**src/design/dwq_pkg.sv**
```systemverilog
// ----------------------------------------------------------------------------
// dwq_pkg: shared types and codes of the deduplicating wake queue
// Transaction payloads, command entries passed from the front end to the
// back end, and the operation and result kind codes.
// ----------------------------------------------------------------------------
package dwq_pkg;

   // Fixed field widths
   localparam int TASK_W = 5;
   localparam int KIND_W = 2;

   // Command queue between front end and back end
   localparam int CMD_DEPTH  = 4;
   // Wakes in flight: queued commands plus the one being drained
   localparam int WAKE_CNT_W = $clog2(CMD_DEPTH + 2);

   typedef logic [TASK_W-1:0] task_id_type;
   typedef logic [KIND_W-1:0] kind_type;

   // Request operation codes
   localparam logic OP_ADD  = 1'b0;
   localparam logic OP_WAKE = 1'b1;

   // Result kind codes
   localparam kind_type KIND_ADD   = 2'd0;
   localparam kind_type KIND_WOKEN = 2'd1;
   localparam kind_type KIND_EMPTY = 2'd2;

   // Command entry codes
   localparam logic [1:0] CMD_ANSWER = 2'd0;
   localparam logic [1:0] CMD_WAKE   = 2'd1;
   localparam logic [1:0] CMD_EMPTY  = 2'd2;

   typedef struct packed {
      logic        op;
      task_id_type task_id;
   } req_type;

   typedef struct packed {
      kind_type    kind;
      task_id_type woken_task;
      logic        accepted;
      logic        last;
   } rsp_type;

   // For an answer: task_id is the request's task id. For a wake: task_id is
   // the first queued task and tail the last one.
   typedef struct packed {
      logic [1:0]  code;
      task_id_type task_id;
      logic        accepted;
      task_id_type tail;
   } cmd_type;

endpackage

```
**src/design/dwq_ram.sv**
```systemverilog
// ----------------------------------------------------------------------------
// dwq_ram: generic single-write, single-read RAM
// One write port and one read port; read data is registered.
// ----------------------------------------------------------------------------
module dwq_ram #(
   parameter int WIDTH = 8,
   parameter int DEPTH = 32,
   localparam int ADDR_W = $clog2(DEPTH)
) (
   input  logic              clock,
   input  logic              wr_en,
   input  logic [ADDR_W-1:0] wr_addr,
   input  logic [WIDTH-1:0]  wr_data,
   input  logic [ADDR_W-1:0] rd_addr,
   output logic [WIDTH-1:0]  rd_data
);

   logic [WIDTH-1:0] mem_ff [DEPTH];
   logic [WIDTH-1:0] rd_data_ff;

   // Write and registered read
   always_ff @(posedge clock) begin
      if (wr_en) begin
         mem_ff[wr_addr] <= wr_data;
      end
      rd_data_ff <= mem_ff[rd_addr];
   end

   assign rd_data = rd_data_ff;

endmodule

```
**src/design/dwq_cmd_fifo.sv**
```systemverilog
// ----------------------------------------------------------------------------
// dwq_cmd_fifo: command queue between front end and back end
// Small register FIFO of classified commands with a combinational head.
// ----------------------------------------------------------------------------
module dwq_cmd_fifo (
   input  logic            clock,
   input  logic            reset,
   input  logic            push,
   input  dwq_pkg::cmd_type push_data,
   input  logic            pop,
   output dwq_pkg::cmd_type head_data,
   output logic            full,
   output logic            empty
);
   import dwq_pkg::*;

   localparam int PTR_W = $clog2(CMD_DEPTH);
   localparam int CNT_W = $clog2(CMD_DEPTH + 1);

   cmd_type          mem_ff [CMD_DEPTH];
   logic [PTR_W-1:0] wr_ptr_ff, wr_ptr_in;
   logic [PTR_W-1:0] rd_ptr_ff, rd_ptr_in;
   logic [CNT_W-1:0] count_ff, count_in;

   assign full      = (count_ff == CNT_W'(CMD_DEPTH));
   assign empty     = (count_ff == '0);
   assign head_data = mem_ff[rd_ptr_ff];

   // Advance pointers and occupancy
   always_comb begin
      wr_ptr_in = wr_ptr_ff;
      rd_ptr_in = rd_ptr_ff;
      count_in  = count_ff;
      if (push) begin
         wr_ptr_in = (wr_ptr_ff == PTR_W'(CMD_DEPTH - 1)) ? '0 : wr_ptr_ff + PTR_W'(1);
      end
      if (pop) begin
         rd_ptr_in = (rd_ptr_ff == PTR_W'(CMD_DEPTH - 1)) ? '0 : rd_ptr_ff + PTR_W'(1);
      end
      if (push && !pop) begin
         count_in = count_ff + CNT_W'(1);
      end else if (pop && !push) begin
         count_in = count_ff - CNT_W'(1);
      end
   end

   always_ff @(posedge clock) begin
      if (reset) begin
         wr_ptr_ff <= '0;
         rd_ptr_ff <= '0;
         count_ff  <= '0;
      end else begin
         wr_ptr_ff <= wr_ptr_in;
         rd_ptr_ff <= rd_ptr_in;
         count_ff  <= count_in;
      end
   end

   // Store pushed entries
   always_ff @(posedge clock) begin
      if (push) begin
         mem_ff[wr_ptr_ff] <= push_data;
      end
   end

endmodule

```
**src/design/dwq_front.sv**
```systemverilog
// ----------------------------------------------------------------------------
// dwq_front: request front end of the wake queue
// Checks queued marks, links new tasks at the tail, empties the queue on a
// wake and hands one classified command per request to the back end.
// ----------------------------------------------------------------------------
module dwq_front #(
   parameter int TASK_COUNT = 32,
   localparam int SLOTS = (TASK_COUNT < 32) ? TASK_COUNT : 32,
   localparam int IDX_W = $clog2(SLOTS)
) (
   input  logic                 clock,
   input  logic                 reset,
   input  logic                 req_valid,
   output logic                 req_stall,
   input  dwq_pkg::req_type     req_payload,
   input  logic                 fifo_full,
   output logic                 fifo_push,
   output dwq_pkg::cmd_type     fifo_data,
   input  logic                 wake_done,
   output logic                 link_wr_en,
   output logic [IDX_W-1:0]     link_wr_addr,
   output dwq_pkg::task_id_type link_wr_data
);
   import dwq_pkg::*;

   logic [SLOTS-1:0]      flags_ff, flags_in;
   task_id_type           head_ff, head_in;
   task_id_type           tail_ff, tail_in;
   logic                  nonempty_ff, nonempty_in;
   logic [WAKE_CNT_W-1:0] wakes_ff, wakes_in;

   logic             is_add;
   logic             in_range;
   logic [IDX_W-1:0] slot;
   logic             fresh;
   logic             links_tail;
   logic             take;

   // Classify the offered request
   assign is_add     = (req_payload.op == OP_ADD);
   assign in_range   = (32'(req_payload.task_id) < TASK_COUNT);
   assign slot       = IDX_W'(req_payload.task_id);
   assign fresh      = in_range && !flags_ff[slot];
   assign links_tail = is_add && fresh && nonempty_ff;

   // Hold a tail link write while a drain may still read the old links
   assign req_stall = fifo_full || (links_tail && (wakes_ff != '0));
   assign take      = req_valid && !req_stall;

   assign link_wr_en   = take && links_tail;
   assign link_wr_addr = IDX_W'(tail_ff);
   assign link_wr_data = req_payload.task_id;

   // Update queue state and build the command
   always_comb begin
      flags_in    = flags_ff;
      head_in     = head_ff;
      tail_in     = tail_ff;
      nonempty_in = nonempty_ff;
      wakes_in    = wakes_ff;
      fifo_push   = take;
      fifo_data   = '{code: CMD_ANSWER, task_id: req_payload.task_id,
                      accepted: 1'b0, tail: '0};
      if (take) begin
         if (is_add) begin
            fifo_data.accepted = fresh;
            if (fresh) begin
               flags_in[slot] = 1'b1;
               if (!nonempty_ff) begin
                  head_in = req_payload.task_id;
               end
               tail_in     = req_payload.task_id;
               nonempty_in = 1'b1;
            end
         end else if (nonempty_ff) begin
            fifo_data   = '{code: CMD_WAKE, task_id: head_ff, accepted: 1'b0,
                            tail: tail_ff};
            flags_in    = '0;
            head_in     = '0;
            tail_in     = '0;
            nonempty_in = 1'b0;
         end else begin
            fifo_data = '{code: CMD_EMPTY, task_id: '0, accepted: 1'b0, tail: '0};
         end
      end
      // Count wakes handed over and not yet drained
      if (take && !is_add && nonempty_ff && !wake_done) begin
         wakes_in = wakes_ff + WAKE_CNT_W'(1);
      end else if (wake_done && !(take && !is_add && nonempty_ff)) begin
         wakes_in = wakes_ff - WAKE_CNT_W'(1);
      end
   end

   always_ff @(posedge clock) begin
      if (reset) begin
         flags_ff    <= '0;
         head_ff     <= '0;
         tail_ff     <= '0;
         nonempty_ff <= 1'b0;
         wakes_ff    <= '0;
      end else begin
         flags_ff    <= flags_in;
         head_ff     <= head_in;
         tail_ff     <= tail_in;
         nonempty_ff <= nonempty_in;
         wakes_ff    <= wakes_in;
      end
   end

   // A link row is never rewritten while a drain is pending
   a_link_no_drain : assert property (@(posedge clock) disable iff (reset)
      link_wr_en |-> (wakes_ff == '0))
      else $error("link write while a wake drain is pending");

   // A wake of a nonempty queue leaves it empty with all marks clear
   a_wake_clears : assert property (@(posedge clock) disable iff (reset)
      (take && !is_add && nonempty_ff) |=> (flags_ff == '0) && !nonempty_ff)
      else $error("wake did not empty the queue");

   // Head and tail of a nonempty queue carry their queued marks
   a_ends_marked : assert property (@(posedge clock) disable iff (reset)
      nonempty_ff |-> (flags_ff[IDX_W'(head_ff)] && flags_ff[IDX_W'(tail_ff)]))
      else $error("queue end without queued mark");

endmodule

```
**src/design/dwq_back.sv**
```systemverilog
// ----------------------------------------------------------------------------
// dwq_back: result back end of the wake queue
// Takes classified commands, answers adds and empty wakes, and drains a wake
// chain through the link table one task per cycle unless the output stalls.
// ----------------------------------------------------------------------------
module dwq_back #(
   parameter int TASK_COUNT = 32,
   localparam int SLOTS = (TASK_COUNT < 32) ? TASK_COUNT : 32,
   localparam int IDX_W = $clog2(SLOTS)
) (
   input  logic                 clock,
   input  logic                 reset,
   input  logic                 fifo_empty,
   input  dwq_pkg::cmd_type     fifo_head,
   output logic                 fifo_pop,
   output logic                 wake_done,
   output logic [IDX_W-1:0]     link_rd_addr,
   input  dwq_pkg::task_id_type link_rd_data,
   output logic                 rsp_valid,
   input  logic                 rsp_stall,
   output dwq_pkg::rsp_type     rsp_payload
);
   import dwq_pkg::*;

   localparam logic ST_IDLE  = 1'b0;
   localparam logic ST_DRAIN = 1'b1;

   logic        state_ff, state_in;
   task_id_type cur_ff, cur_in;
   task_id_type tail_ff, tail_in;
   logic        out_valid_ff, out_valid_in;
   rsp_type     out_ff, out_in;
   logic        adv;

   // Output slot is free or being taken this cycle
   assign adv = !out_valid_ff || !rsp_stall;

   always_comb begin
      state_in     = state_ff;
      cur_in       = cur_ff;
      tail_in      = tail_ff;
      out_valid_in = adv ? 1'b0 : out_valid_ff;
      out_in       = out_ff;
      fifo_pop     = 1'b0;
      wake_done    = 1'b0;
      case (state_ff)
         ST_IDLE: begin
            // Take the next command
            if (adv && !fifo_empty) begin
               fifo_pop = 1'b1;
               case (fifo_head.code)
                  CMD_ANSWER: begin
                     out_valid_in = 1'b1;
                     out_in = '{kind: KIND_ADD, woken_task: fifo_head.task_id,
                                accepted: fifo_head.accepted, last: 1'b1};
                  end
                  CMD_WAKE: begin
                     state_in = ST_DRAIN;
                     cur_in   = fifo_head.task_id;
                     tail_in  = fifo_head.tail;
                  end
                  CMD_EMPTY: begin
                     out_valid_in = 1'b1;
                     out_in = '{kind: KIND_EMPTY, woken_task: '0,
                                accepted: 1'b0, last: 1'b1};
                  end
                  default: begin
                  end
               endcase
            end
         end
         ST_DRAIN: begin
            // Emit the current task and follow its link
            if (adv) begin
               out_valid_in = 1'b1;
               out_in = '{kind: KIND_WOKEN, woken_task: cur_ff,
                          accepted: 1'b0, last: (cur_ff == tail_ff)};
               if (cur_ff == tail_ff) begin
                  state_in  = ST_IDLE;
                  wake_done = 1'b1;
               end else begin
                  cur_in = link_rd_data;
               end
            end
         end
         default: begin
            state_in = ST_IDLE;
         end
      endcase
   end

   // Look up the successor of the next current task
   assign link_rd_addr = IDX_W'(cur_in);

   assign rsp_valid   = out_valid_ff;
   assign rsp_payload = out_ff;

   always_ff @(posedge clock) begin
      if (reset) begin
         state_ff     <= ST_IDLE;
         out_valid_ff <= 1'b0;
      end else begin
         state_ff     <= state_in;
         out_valid_ff <= out_valid_in;
      end
   end

   always_ff @(posedge clock) begin
      cur_ff  <= cur_in;
      tail_ff <= tail_in;
      out_ff  <= out_in;
   end

   // The end of a drain leaves its final woken result in the output slot
   a_done_last : assert property (@(posedge clock) disable iff (reset)
      wake_done |=> (out_valid_ff && out_ff.last && (out_ff.kind == KIND_WOKEN)))
      else $error("drain ended without a final woken result");

   // A non-final woken result only appears while the drain runs
   a_mid_drain : assert property (@(posedge clock) disable iff (reset)
      (out_valid_ff && (out_ff.kind == KIND_WOKEN) && !out_ff.last)
         |-> (state_ff == ST_DRAIN))
      else $error("non-final woken result outside a drain");

   // A drain step always fills the output slot
   a_drain_emits : assert property (@(posedge clock) disable iff (reset)
      ((state_ff == ST_DRAIN) && adv) |=> out_valid_ff)
      else $error("drain step produced no result");

endmodule

```
**src/design/dedup_wake_queue_unit.sv**
```systemverilog
// ----------------------------------------------------------------------------
// dedup_wake_queue_unit: deduplicating pending-wake queue
// Top level: front end, command queue, link table RAM and back end.
// ----------------------------------------------------------------------------
// An add transaction is answered once with kind add, accepted set if the task
// was linked at the tail and clear if it was already queued or out of range.
// A wake transaction yields one woken result per queued task in insertion
// order, the final one flagged last, or a single empty result. The front end
// takes one request per cycle while its four-entry command queue has room;
// an add answer or empty result passes through the command queue and the
// registered output slot. A wake first loads its head into the back end and
// then drains one task per cycle while the output is not stalled, paced by
// the registered read of the link table RAM. An add that extends a nonempty
// queue waits at the input while an earlier wake still drains, since the
// drain reads the link rows it would rewrite. No clearing pass is needed
// after reset.
// ----------------------------------------------------------------------------
module dedup_wake_queue_unit #(
   parameter int TASK_COUNT = 32
) (
   input  logic             clock,
   input  logic             reset,
   input  logic             req_valid,
   output logic             req_stall,
   input  dwq_pkg::req_type req_payload,
   output logic             rsp_valid,
   input  logic             rsp_stall,
   output dwq_pkg::rsp_type rsp_payload
);
   import dwq_pkg::*;

   localparam int SLOTS = (TASK_COUNT < 32) ? TASK_COUNT : 32;
   localparam int IDX_W = $clog2(SLOTS);

   logic             fifo_push;
   cmd_type          fifo_wdata;
   logic             fifo_pop;
   cmd_type          fifo_head;
   logic             fifo_full;
   logic             fifo_empty;
   logic             wake_done;
   logic             link_wr_en;
   logic [IDX_W-1:0] link_wr_addr;
   task_id_type      link_wr_data;
   logic [IDX_W-1:0] link_rd_addr;
   task_id_type      link_rd_data;

   dwq_front #(.TASK_COUNT(TASK_COUNT)) u_front (
      .clock        (clock),
      .reset        (reset),
      .req_valid    (req_valid),
      .req_stall    (req_stall),
      .req_payload  (req_payload),
      .fifo_full    (fifo_full),
      .fifo_push    (fifo_push),
      .fifo_data    (fifo_wdata),
      .wake_done    (wake_done),
      .link_wr_en   (link_wr_en),
      .link_wr_addr (link_wr_addr),
      .link_wr_data (link_wr_data)
   );

   dwq_cmd_fifo u_cmd_fifo (
      .clock     (clock),
      .reset     (reset),
      .push      (fifo_push),
      .push_data (fifo_wdata),
      .pop       (fifo_pop),
      .head_data (fifo_head),
      .full      (fifo_full),
      .empty     (fifo_empty)
   );

   dwq_ram #(.WIDTH(TASK_W), .DEPTH(SLOTS)) u_link_ram (
      .clock   (clock),
      .wr_en   (link_wr_en),
      .wr_addr (link_wr_addr),
      .wr_data (link_wr_data),
      .rd_addr (link_rd_addr),
      .rd_data (link_rd_data)
   );

   dwq_back #(.TASK_COUNT(TASK_COUNT)) u_back (
      .clock        (clock),
      .reset        (reset),
      .fifo_empty   (fifo_empty),
      .fifo_head    (fifo_head),
      .fifo_pop     (fifo_pop),
      .wake_done    (wake_done),
      .link_rd_addr (link_rd_addr),
      .link_rd_data (link_rd_data),
      .rsp_valid    (rsp_valid),
      .rsp_stall    (rsp_stall),
      .rsp_payload  (rsp_payload)
   );

endmodule
```
**config.mk**
```make
export PLATFORM = sky130hd
export DESIGN_NAME = dedup_wake_queue_unit
export DESIGN_NICKNAME = d
export VERILOG_FILES = /design/src/design/dwq_pkg.sv /design/src/design/dwq_ram.sv /design/src/design/dwq_cmd_fifo.sv /design/src/design/dwq_front.sv /design/src/design/dwq_back.sv /design/src/design/dedup_wake_queue_unit.sv
export SDC_FILE = /design/constraint.sdc
export NUM_CORES = 1
export LEC_CHECK = 0
export BUFFER_PORTS_ARGS = -buffer_cell sky130_fd_sc_hd__buf_2
export CORE_MARGIN = 2
export CORE_UTILIZATION = 49
export CTS_BUF_LIST = sky130_fd_sc_hd__clkbuf_8
export DETAILED_ROUTE_END_ITERATION = 12
export MAX_ROUTING_LAYER = met4
export SLEW_MARGIN = 20
export SYNTH_ARGS = -nofsm -noshare
export SYNTH_HDL_FRONTEND = slang
export SYNTH_HIERARCHICAL = 1
export SYNTH_SLANG_ARGS = --single-unit
```
**constraint.sdc**
```tcl
create_clock -name clock -period 5.66 [get_ports clock]
set_input_delay 1.415 -clock clock [delete_from_list [all_inputs] [get_ports clock]]
set_output_delay 1.415 -clock clock [all_outputs]
set_load 0.005 [all_outputs]
```
==> flow_summary.toml, run 1 <==
[final_layout]
finalNetCount = 861
ff_latch_area_um2 = 8130
fill_cells = 2053
area_growth_pct = 9.79
n_antenna_cell = 0
multi_input_area_um2 = 3870
layout-drive-gt1-share = 0.203

[timing]
setup_viol = 0
hold_viol = 0
finalCritPeriodShare = 0.886
skew_ps = 12.9
rsz0062_at_grt = "no"
slew_viol_final = 0
worst_pin_slew_ps = 969
min_period_ps = 5010
fmax_mhz = 199
slew_headroom = 0.354
setup_tns_ps = 0

[clock_network]
cts.htree.levels = 2
cts-root-buf = "clkbuf_8"
cts.sinks = 293
post_cts_resized = 0
clk_latency_ps = 550
cts_tree = "done"
ctsHoldBuffers = 0
post_cts_buffers = 0
clk_path_buf_depth = 3
cts_inserted_buffers = 47
clkTransAtPathRegs_ps = 60

[worst_setup_path]
cp_max_fo = 50
worstPathArrival_ps = 3600
path_class = "in -> out"
required_ps = 4240
cp-start-kind = "primary input"
critPathLaunch = "req_payload[3]"
end_kind = "output port"
rr_worst_depth = 10

[synthesis]
ys_async_sr_fraction = 0
synth_edf_count = 226
synth_top_cells_by_count = "226 x edfxtp_1, 74 x nor2_1, 67 x dfxtp_1"
synth.area.top_cells = "edfxtp_1 55%, mux4_2 11%, dfxtp_1 11%"
ys.flop_type = "edfxtp_1"
netlist.top_cell.by_area = "edfxtp_1"
synth_cell_types = 56
syn_nets = 828
yosys_warnings = 6
synth_area_um2 = 12300
syn_area_per_cell_um2 = 15.3
synth_top_area_share = 0.551
yosys_register_bits = 293
yosysSeqAreaShare = 0.660
netlist_instances = 807
synth.most_common_cell = "edfxtp_1"

[drt]
first_pass_iters = 5
drtIter0Drc = 648
ant_nets = 0
dr_total_vias = 7060
vias_per_cell = 5.86
routed_wl_mm = 25.5
drc = 0
wl_per_cell_um = 21.1

[hold_path]
holdPathStages = 2
hp-start = "u_front/flags_ff[29]$_SDFFE_PP0P_"
hold_path_class = "reg -> reg"

[floorplanning]
die-area_um2 = 26400
io_pins = 21
start_util = 0.494
core_region_area_um2 = 25000
die_h_um = 163
row_count = 58
die_width_um = 163

[power_and_ir_drop]
seqPwrFrac = 0.402
p_total_mw = 6.51
power_density_nw_per_um2 = 481
p_int_mw = 4.47
clockPowerShare = 0.247
swShare = 0.314
combinationalPowerShare = 0.351
p_leak_nw = 4.49
p_sw_mw = 2.05
ir_worst_vdd_v = 0.000498

[job]
cap_violations = 0

[grt]
grt_max_degree = 51
grt_pass1_vias = 7115
grt_pass1_wl_mm = 40.3
antenna_found_initial = 0
grt_overflow_total = 0
track_usage = 0.204

[placement]
gp_congestion = 0.884
dp_hpwl_mm = 16.2
io_buffers = 20

[status]
status = "finished clean"
[placed cells by master (no fill, tap or decap), types with 3 or more instances in the layout]
cell type / instances
clkbuf_8: 51
clkinv_1: 7
o211ai_1: 5
mux2i_1: 20
nor3b_1: 10
a22o_1: 6
nor3_1: 19
xnor2_2: 5
buf_2: 20
clkinv_2: 4
buf_4: 13
nand2_1: 59
mux2_2: 6
mux4_1: 3
edfxtp_1: 226
nand2b_1: 17
a311oi_1: 6
a31oi_1: 10
a211oi_1: 5
xor2_1: 4
dfxtp_1: 67
nor2_1: 73
clkinvlp_4: 4
nand3_1: 11
or3b_2: 3
or3_1: 7
inv_1: 33
ha_1: 9
a21oi_1: 6
nand3b_1: 7
and3_1: 9
mux4_2: 60
a32o_1: 10
o21ai_0: 35
and2_1: 10
nor4_1: 3
[registers in the layout (all words and copies together) (netlist names), named ones only]
name / cells
u_back/cur_ff: 5
u_cmd_fifo/wr_ptr_ff: 2
u_cmd_fifo/rd_ptr_ff: 2
u_back/rsp_valid: 1
u_link_ram/rd_data: 5
u_front/nonempty_ff: 1
u_back/state_ff: 1
u_front/wakes_ff: 3
u_cmd_fifo/mem_ff: 52
u_link_ram/mem_ff: 160
u_front/link_wr_addr: 5
u_back/tail_ff: 5
u_back/rsp_payload: 9
u_cmd_fifo/count_ff: 3
u_front/flags_ff: 32
u_front/head_ff: 5
[area by class of cell]
cell class                      count  area share
Tap cell                          330      0.0305
Clock inverter                     32      0.0104
Timing Repair Buffer               34      0.0161
Clock buffer                       51      0.0519
Multi-Input combinational cell    448       0.286
Sequential cell                   293       0.601
Inverter                           16     0.00444
[kinds of logic after synthesis]
group,Yosys count,synth area share
flops,293,0.660
fa+ha+maj,11,0.0124
compound gates,96,0.0549
mux,89,0.138
simple gates,243,0.0986
xor+xnor,9,0.00944
buf+inv,66,0.0271
[per-layer routing]
metal,vias to the layer above,global-route usage,share of wire
li1,3191,-,-
met1,3629,0.287,0.46
met2,194,0.316,0.48
met3,46,0.0326,0.044
met4,0,0.0483,0.015
met5,-,-,0
[worst max-delay path, stage by stage]
cell and delay [ps]:
buf_2 720, inv_1 310, nor4_1 320, o31ai_1 110, and4_1 340, a21o_1 240
buf_2 120
[power groups by stage]
stage                     clock network (mW)  logic, mW  registers (mW)
after CTS                               1.66       2.31            2.62
final                                   1.61       2.29            2.62
after global routing                    1.75       2.45            2.63
after global placement                     0       2.26            2.66
after floorplan                            0       1.69            2.63
after detailed placement                   0       2.30            2.66
[per-stage QoR]
stage	hold WS [ps]	instances	instance area (um^2)	worst slack (ps)	util
3_5_place_dp	445	1121	12700	589	0.508
4_1_cts	457	1204	13500	573	0.542
2_1_floorplan	421	807	12300	1340	-
3_3_place_gp	442	1121	12700	753	0.508
6_report	458	1204	13500	645	0.542
5_1_grt	488	1204	13500	357	0.542
[final timing paths]
kind              slack, ps                                end
setup / recovery        650                          req_stall
hold / removal          460  u_front/flags_ff[29]$_SDFFE_PP0P_
setup reg to reg       1710      u_link_ram/rd_data[3]$_DFF_P_
hold reg to reg         460  u_front/flags_ff[29]$_SDFFE_PP0P_
Note: power is estimated with default switching activity, not from simulation.
==> inputs of run 2 (changes only) <==
Settings changed: ABC_AREA from default to 1, SETUP_SLACK_MARGIN from default to 0.1.
==> run 2 against run 1 <==
Compared with the run above: the run now ends with design-rule violations left; critical path depth grew 11; sequential power is 2% higher; clock skew grew 4.8 ps; non-clock buffer count is 2 lower; critical path type is now in -> reg.
==> flow_summary.toml, run 2 <==
[synthesis]
synth_top_area_share = 0.520
netlist.top_cell.by_area = "edfxtp_1"
syn_nets = 1370
synth_area_um2 = 13100
netlist_instances = 1349
ys_async_sr_fraction = 0
ys.flop_type = "edfxtp_1"
synth_top_cells_by_count = "395 x nand2_1, 226 x edfxtp_1, 153 x nand3_1"
synth_cell_types = 41
synth.most_common_cell = "nand2_1"
yosys_warnings = 6
yosysSeqAreaShare = 0.623
synth_edf_count = 226
syn_area_per_cell_um2 = 9.68
synth.area.top_cells = "edfxtp_1 52%, nand2_1 11%, dfxtp_1 10%"
yosys_register_bits = 293

[power_and_ir_drop]
swShare = 0.411
power_density_nw_per_um2 = 507
clockPowerShare = 0.234
combinationalPowerShare = 0.393
p_int_mw = 4.19
seqPwrFrac = 0.373
p_leak_nw = 5.34
p_sw_mw = 2.93
ir_worst_vdd_v = 0.000391

[status]
status = "finished with violations"
violations = "design-rule violations"

[floorplanning]
io_pins = 21
die_h_um = 167
row_count = 59
die_width_um = 167
core_region_area_um2 = 26100
start_util = 0.499
die-area_um2 = 28000

[timing]
fin_ws_ps = 1200
setup_tns_ps = 0
rsz0062_at_grt = "no"
finalCritPeriodShare = 0.788
setup_viol = 0
slew_headroom = 0.466
worst_pin_slew_ps = 800
slew_viol_final = 0
skew_ps = 17.8
hold_viol = 0
fmax_mhz = 224
min_period_ps = 4460

[worst_setup_path]
cpMostUsedCell = "nand2_1"
regToRegSetupSlack_ps = 1680
cp-start-kind = "primary input"
path_class = "in -> reg"
worstPathArrival_ps = 4660
cpMaxStageDelayCell = "nor2_1"
rr_worst_depth = 17
cpPeakStageDelay_ps = 610
cp_max_fo = 28
critPathBufInv = 4
r2r_end = "u_link_ram/rd_data[0]$_DFF_P_"
required_ps = 5860
end_kind = "register"
crit_chain = "buf_2 > inv_2 > nand2_1 > nand2_1 > nand2_1 > nand2_1 > nand2_1 > nand2_1 > nor2_1 > nand2_1 > nand2_1 > inv_1 > nor2_1 > buf_4 > nand2_1 > nor2_1 > nand3_1 > nor2_1"
cp_top_family = "simple AND/OR/NAND/NOR gates"

[grt]
grt_pass1_vias = 8801
grt_pass1_wl_mm = 46.9
antenna_found_initial = 0
track_usage = 0.216
grt_max_degree = 81
grt_overflow_total = 0

[placement]
io_buffers = 20
post-place-ws_ps = 682
dp_hpwl_mm = 18.2
gp_congestion = 0.834

[clock_network]
cts.htree.levels = 2
ctsHoldBuffers = 0
post_cts_buffers = 0
cts-root-buf = "clkbuf_8"
clkTransAtPathRegs_ps = 60
cts.sinks = 293
clk_latency_ps = 570
clk_path_buf_depth = 3
cts_inserted_buffers = 47
post_cts_resized = 0
cts_tree = "done"

[drt]
dr_total_vias = 9358
drc = 3
drtIter0Drc = 657
first_pass_iters = 9
ant_nets = 0
wl_per_cell_um = 17.2
routed_wl_mm = 29.7
vias_per_cell = 5.41

[hold_path]
hp-start = "u_front/wakes_ff[2]$_SDFFE_PP0P_"
min_to = "u_front/wakes_ff[2]$_SDFFE_PP0P_"
holdPathStages = 2
hold_path_class = "reg -> reg"

[final_layout]
layout-drive-gt1-share = 0.0911
largest_reg_flops = 160
largest-register = "u_link_ram/mem_ff"
fill_cells = 2435
mostFrequentLayoutCells = "394 x nand2_1, 226 x edfxtp_1, 153 x nand3_1, 124 x nor2_1, 91 x inv_1"
finalNetCount = 1378
area_growth_pct = 7.57
ff_latch_area_um2 = 8130
final_common_cell = "nand2_1"
reg.largest.list = "u_link_ram/mem_ff: 160 flops, u_cmd_fifo/mem_ff: 52 flops, u_front/flags_ff: 32 flops"
multi_input_area_um2 = 4090
n_antenna_cell = 0

[job]
cap_violations = 0
## run 2: cell types whose count changed in the layout (fill, tap and decap cells not counted), moves of 10 or more
cell,previous run,this run
and2_1,10,0
a31oi_1,10,0
nand2_1,59,394
nand2b_1,17,0
o22ai_1,2,18
a21oi_1,6,77
a32o_1,10,0
inv_1,33,91
nor3b_1,10,0
mux2i_1,20,0
nor2_1,73,124
o21ai_0,35,71
nand3_1,11,153
mux4_2,60,0
## run 2: stage by stage
step | instance area (um^2) | instances | util | hold WS (ps) | power (mW)
floorplan | 13100 | 1349 | - | 438 | 4.90
global placement | 13200 | 1643 | 0.504 | 450 | 5.46
detailed placement | 13200 | 1643 | 0.504 | 463 | 5.48
CTS | 14000 | 1729 | 0.537 | 472 | 7.15
global route | 14000 | 1729 | 0.537 | 495 | 7.61
finish | 14000 | 1729 | 0.537 | 465 | 7.11
## run 2: layout make-up
type                            instances  share of cell area
Clock buffer                           52              0.0510
Clock inverter                         34              0.0109
Inverter                               85              0.0236
Multi-Input combinational cell        898               0.291
Sequential cell                       293               0.579
Tap cell                              335              0.0299
Timing Repair Buffer                   32              0.0144
## run 2: cells by family (layout without fill, tap and decap cells)
logic type | Yosys count | count (layout) | share of synthesized area
simple gates | 707 | 707 | 0.229
flops | 293 | 293 | 0.623
compound gates | 178 | 178 | 0.0712
buf+inv | 158 | 203 | 0.0640
fa+ha+maj | 11 | 11 | 0.0117
xor+xnor | 2 | 2 | 0.00134
## run 2: metal layers
metal	routed length, um	track usage	vias up
met5	0	-	-
met4	533	0.0560	0
met3	1460	0.0355	54
met2	13600	0.337	239
met1	14100	0.299	4486
li1	-	-	4579
## run 2: how the worst max path moves through the flow
stage	from	to	slack, ps	cells past startpoint
floorplan	req_payload[0]	u_front/wakes_ff[2]$_SDFFE_PP0P_	1800	23
global placement	req_payload[0]	u_link_ram/mem_ff[8][0]$_DFFE_PP_	870	18
detailed placement	req_payload[2]	u_link_ram/mem_ff[8][0]$_DFFE_PP_	680	14
CTS	req_payload[0]	u_link_ram/mem_ff[8][4]$_DFFE_PP_	1250	18
global route	req_payload[2]	u_link_ram/mem_ff[12][0]$_DFFE_PP_	930	14
finish	req_payload[0]	u_link_ram/mem_ff[8][1]$_DFFE_PP_	1200	18
## run 2: worst reg2reg max path: stages (launching register included)
cell and delay, ps:
dfxtp_1 630, buf_4 310, inv_8 110, o21ai_0 170
o22ai_1 110, or2_4 280, nor3_4 420, a22oi_1 210
nand2_2 440, inv_6 350, nand2_1 190, nand3_1 90
nand3_1 170, nand2_1 100, nand2_1 70, nand2_1 100
nand2_1 70, nand2_1 70
## run 2: power by group through the flow
stage | Sequential, mW | Clock, mW | Combinational [mW]
finish | 2.66 | 1.66 | 2.79
global route | 2.67 | 1.80 | 3.14
CTS | 2.66 | 1.70 | 2.79
detailed placement | 2.70 | 0 | 2.78
global placement | 2.70 | 0 | 2.76
floorplan | 2.65 | 0 | 2.24
==> inputs of run 3 (changes only) <==
Settings changed: ABC_AREA 1 to 0.
Clock period 5.66 ns to 4.5 ns, I/O delays scaled along.
==> run 3 against run 2 <==
Compared with the run above: the flow now finishes without violations; sequential share of layout area rose by 1.3 points; sequential power rose by 24%; hold slack got worse by 2.5 ps; largest power group is now registers.
==> flow_summary.toml, run 3 (same netlist as run 1, synthesis figures left out) <==
[worst_setup_path]
cp_max_fo = 19
cpMostUsedCell = "buf_2"
regToRegSetupSlack_ps = 880
end_kind = "output port"
r2r_end = "u_link_ram/rd_data[4]$_DFF_P_"
critPathLaunch = "req_payload[1]"
worstPathArrival_ps = 2880
cpPeakStageDelay_ps = 330
crit_path_end = "req_stall"
path_class = "in -> out"
rr_worst_depth = 9
cp-start-kind = "primary input"
cpMaxStageDelayCell = "buf_4"
required_ps = 3380
crit_chain = "buf_2 > buf_4 > mux2i_1 > o32ai_1 > o31ai_1 > and4_1 > a21o_1 > buf_2"

[final_layout]
largest_reg_flops = 160
final_common_cell = "edfxtp_1"
largest-register = "u_link_ram/mem_ff"
n_antenna_cell = 0
finalNetCount = 876
layout-drive-gt1-share = 0.218
reg.largest.list = "u_link_ram/mem_ff: 160 flops, u_cmd_fifo/mem_ff: 52 flops, u_front/flags_ff: 32 flops"
area_growth_pct = 11.5
fin_area_um2 = 13700
mostFrequentLayoutCells = "226 x edfxtp_1, 73 x nor2_1, 67 x dfxtp_1, 60 x mux4_2, 59 x nand2_1"

[clock_network]
cts_inserted_buffers = 47
post_cts_buffers = 0
clkTransAtPathRegs_ps = 60
clk_path_buf_depth = 3
cts-root-buf = "clkbuf_8"
cts_tree = "done"
cts.htree.levels = 2
cts.sinks = 293
ctsHoldBuffers = 0
clk_latency_ps = 560
post_cts_resized = 0

[timing]
fmax_mhz = 250
worst_pin_slew_ps = 795
rsz0062_at_grt = "no"
hold_ws_ps = 462
finalCritPeriodShare = 0.890
slew_headroom = 0.470
hold_viol = 0
setup_viol = 0
min_period_ps = 4010
slew_viol_final = 0
skew_ps = 13.6
setup_tns_ps = 0

[grt]
grt_pass1_vias = 7078
grt_overflow_total = 0
antenna_found_initial = 0
track_usage = 0.201
grt_pass1_wl_mm = 39.3
grt_max_degree = 47

[drt]
drc = 0
first_pass_iters = 5
vias_per_cell = 5.70
dr_total_vias = 6977
routed_wl_mm = 25.1
ant_nets = 0
wl_per_cell_um = 20.6
drtIter0Drc = 551

[job]
cap_violations = 0

[floorplanning]
core_region_area_um2 = 25000
row_count = 58
start_util = 0.494
io_pins = 21
die-area_um2 = 26400
die_width_um = 163
die_h_um = 163

[placement]
dpl_cell_area_um2 = 12800
dp_hpwl_mm = 16.3
io_buffers = 20
gp_congestion = 0.847

[power_and_ir_drop]
p_leak_nw = 4.63
ir_worst_vdd_v = 0.000906
p_total_mw = 8.39
power_density_nw_per_um2 = 611

[status]
status = "finished clean"

[hold_path]
hold_path_class = "reg -> reg"
-- run 3: stage by stage --
step                std cells  setup WS, ps   util
CTS                      1223           528  0.550
floorplan                 807           508      -
finish                   1223           495  0.550
detailed placement       1136           226  0.513
global route             1223           395  0.550
global placement         1136           365  0.513
-- run 3: report_power, final --
| part | switching, mW | internal (mW) |
|---|---|---|
| combinational | 1.44 | 1.43 |
| sequential | 0.132 | 3.16 |
| clock | 1.00 | 1.22 |
| total | 2.57 | 5.82 |
-- run 3: how the worst min path moves through the flow --
| stage | start | end | slack [ps] | cells past startpoint |
|---|---|---|---|---|
| final | u_front/flags_ff[2]$_SDFFE_PP0P_ | u_front/flags_ff[2]$_SDFFE_PP0P_ | 460 | 2 |
| after floorplan | u_front/flags_ff[13]$_SDFFE_PP0P_ | u_front/flags_ff[13]$_SDFFE_PP0P_ | 420 | 2 |
| after detailed placement | u_front/flags_ff[2]$_SDFFE_PP0P_ | u_front/flags_ff[2]$_SDFFE_PP0P_ | 450 | 2 |
| after global placement | u_front/flags_ff[13]$_SDFFE_PP0P_ | u_front/flags_ff[13]$_SDFFE_PP0P_ | 440 | 2 |
| after CTS | u_front/flags_ff[2]$_SDFFE_PP0P_ | u_front/flags_ff[2]$_SDFFE_PP0P_ | 460 | 2 |
| after global routing | u_front/flags_ff[12]$_SDFFE_PP0P_ | u_front/flags_ff[12]$_SDFFE_PP0P_ | 490 | 1 |
-- run 3: worst max-delay path: cells and delay by family --
kind	cells	cell delay, ps
buffers and inverters	3	670
AND/OR/NAND/NOR	1	300
multiplexers	1	250
AO/OA/AOI/OAI	3	530
-- run 3: final cells by class --
cell class	instances	area [um^2]
Clock buffer	51	702
Clock inverter	36	233
Fill cell	2017	11200
Inverter	16	60.1
Multi-Input combinational cell	448	3860
Sequential cell	293	8130
Tap cell	330	413
Timing Repair Buffer	49	343
-- run 3: metal layers --
layer	track usage	vias up	wire (um)
met5	-	-	0
met4	0.0595	0	431
met3	0.0346	48	1200
met2	0.322	177	12400
met1	0.266	3523	11100
li1	-	3229	-
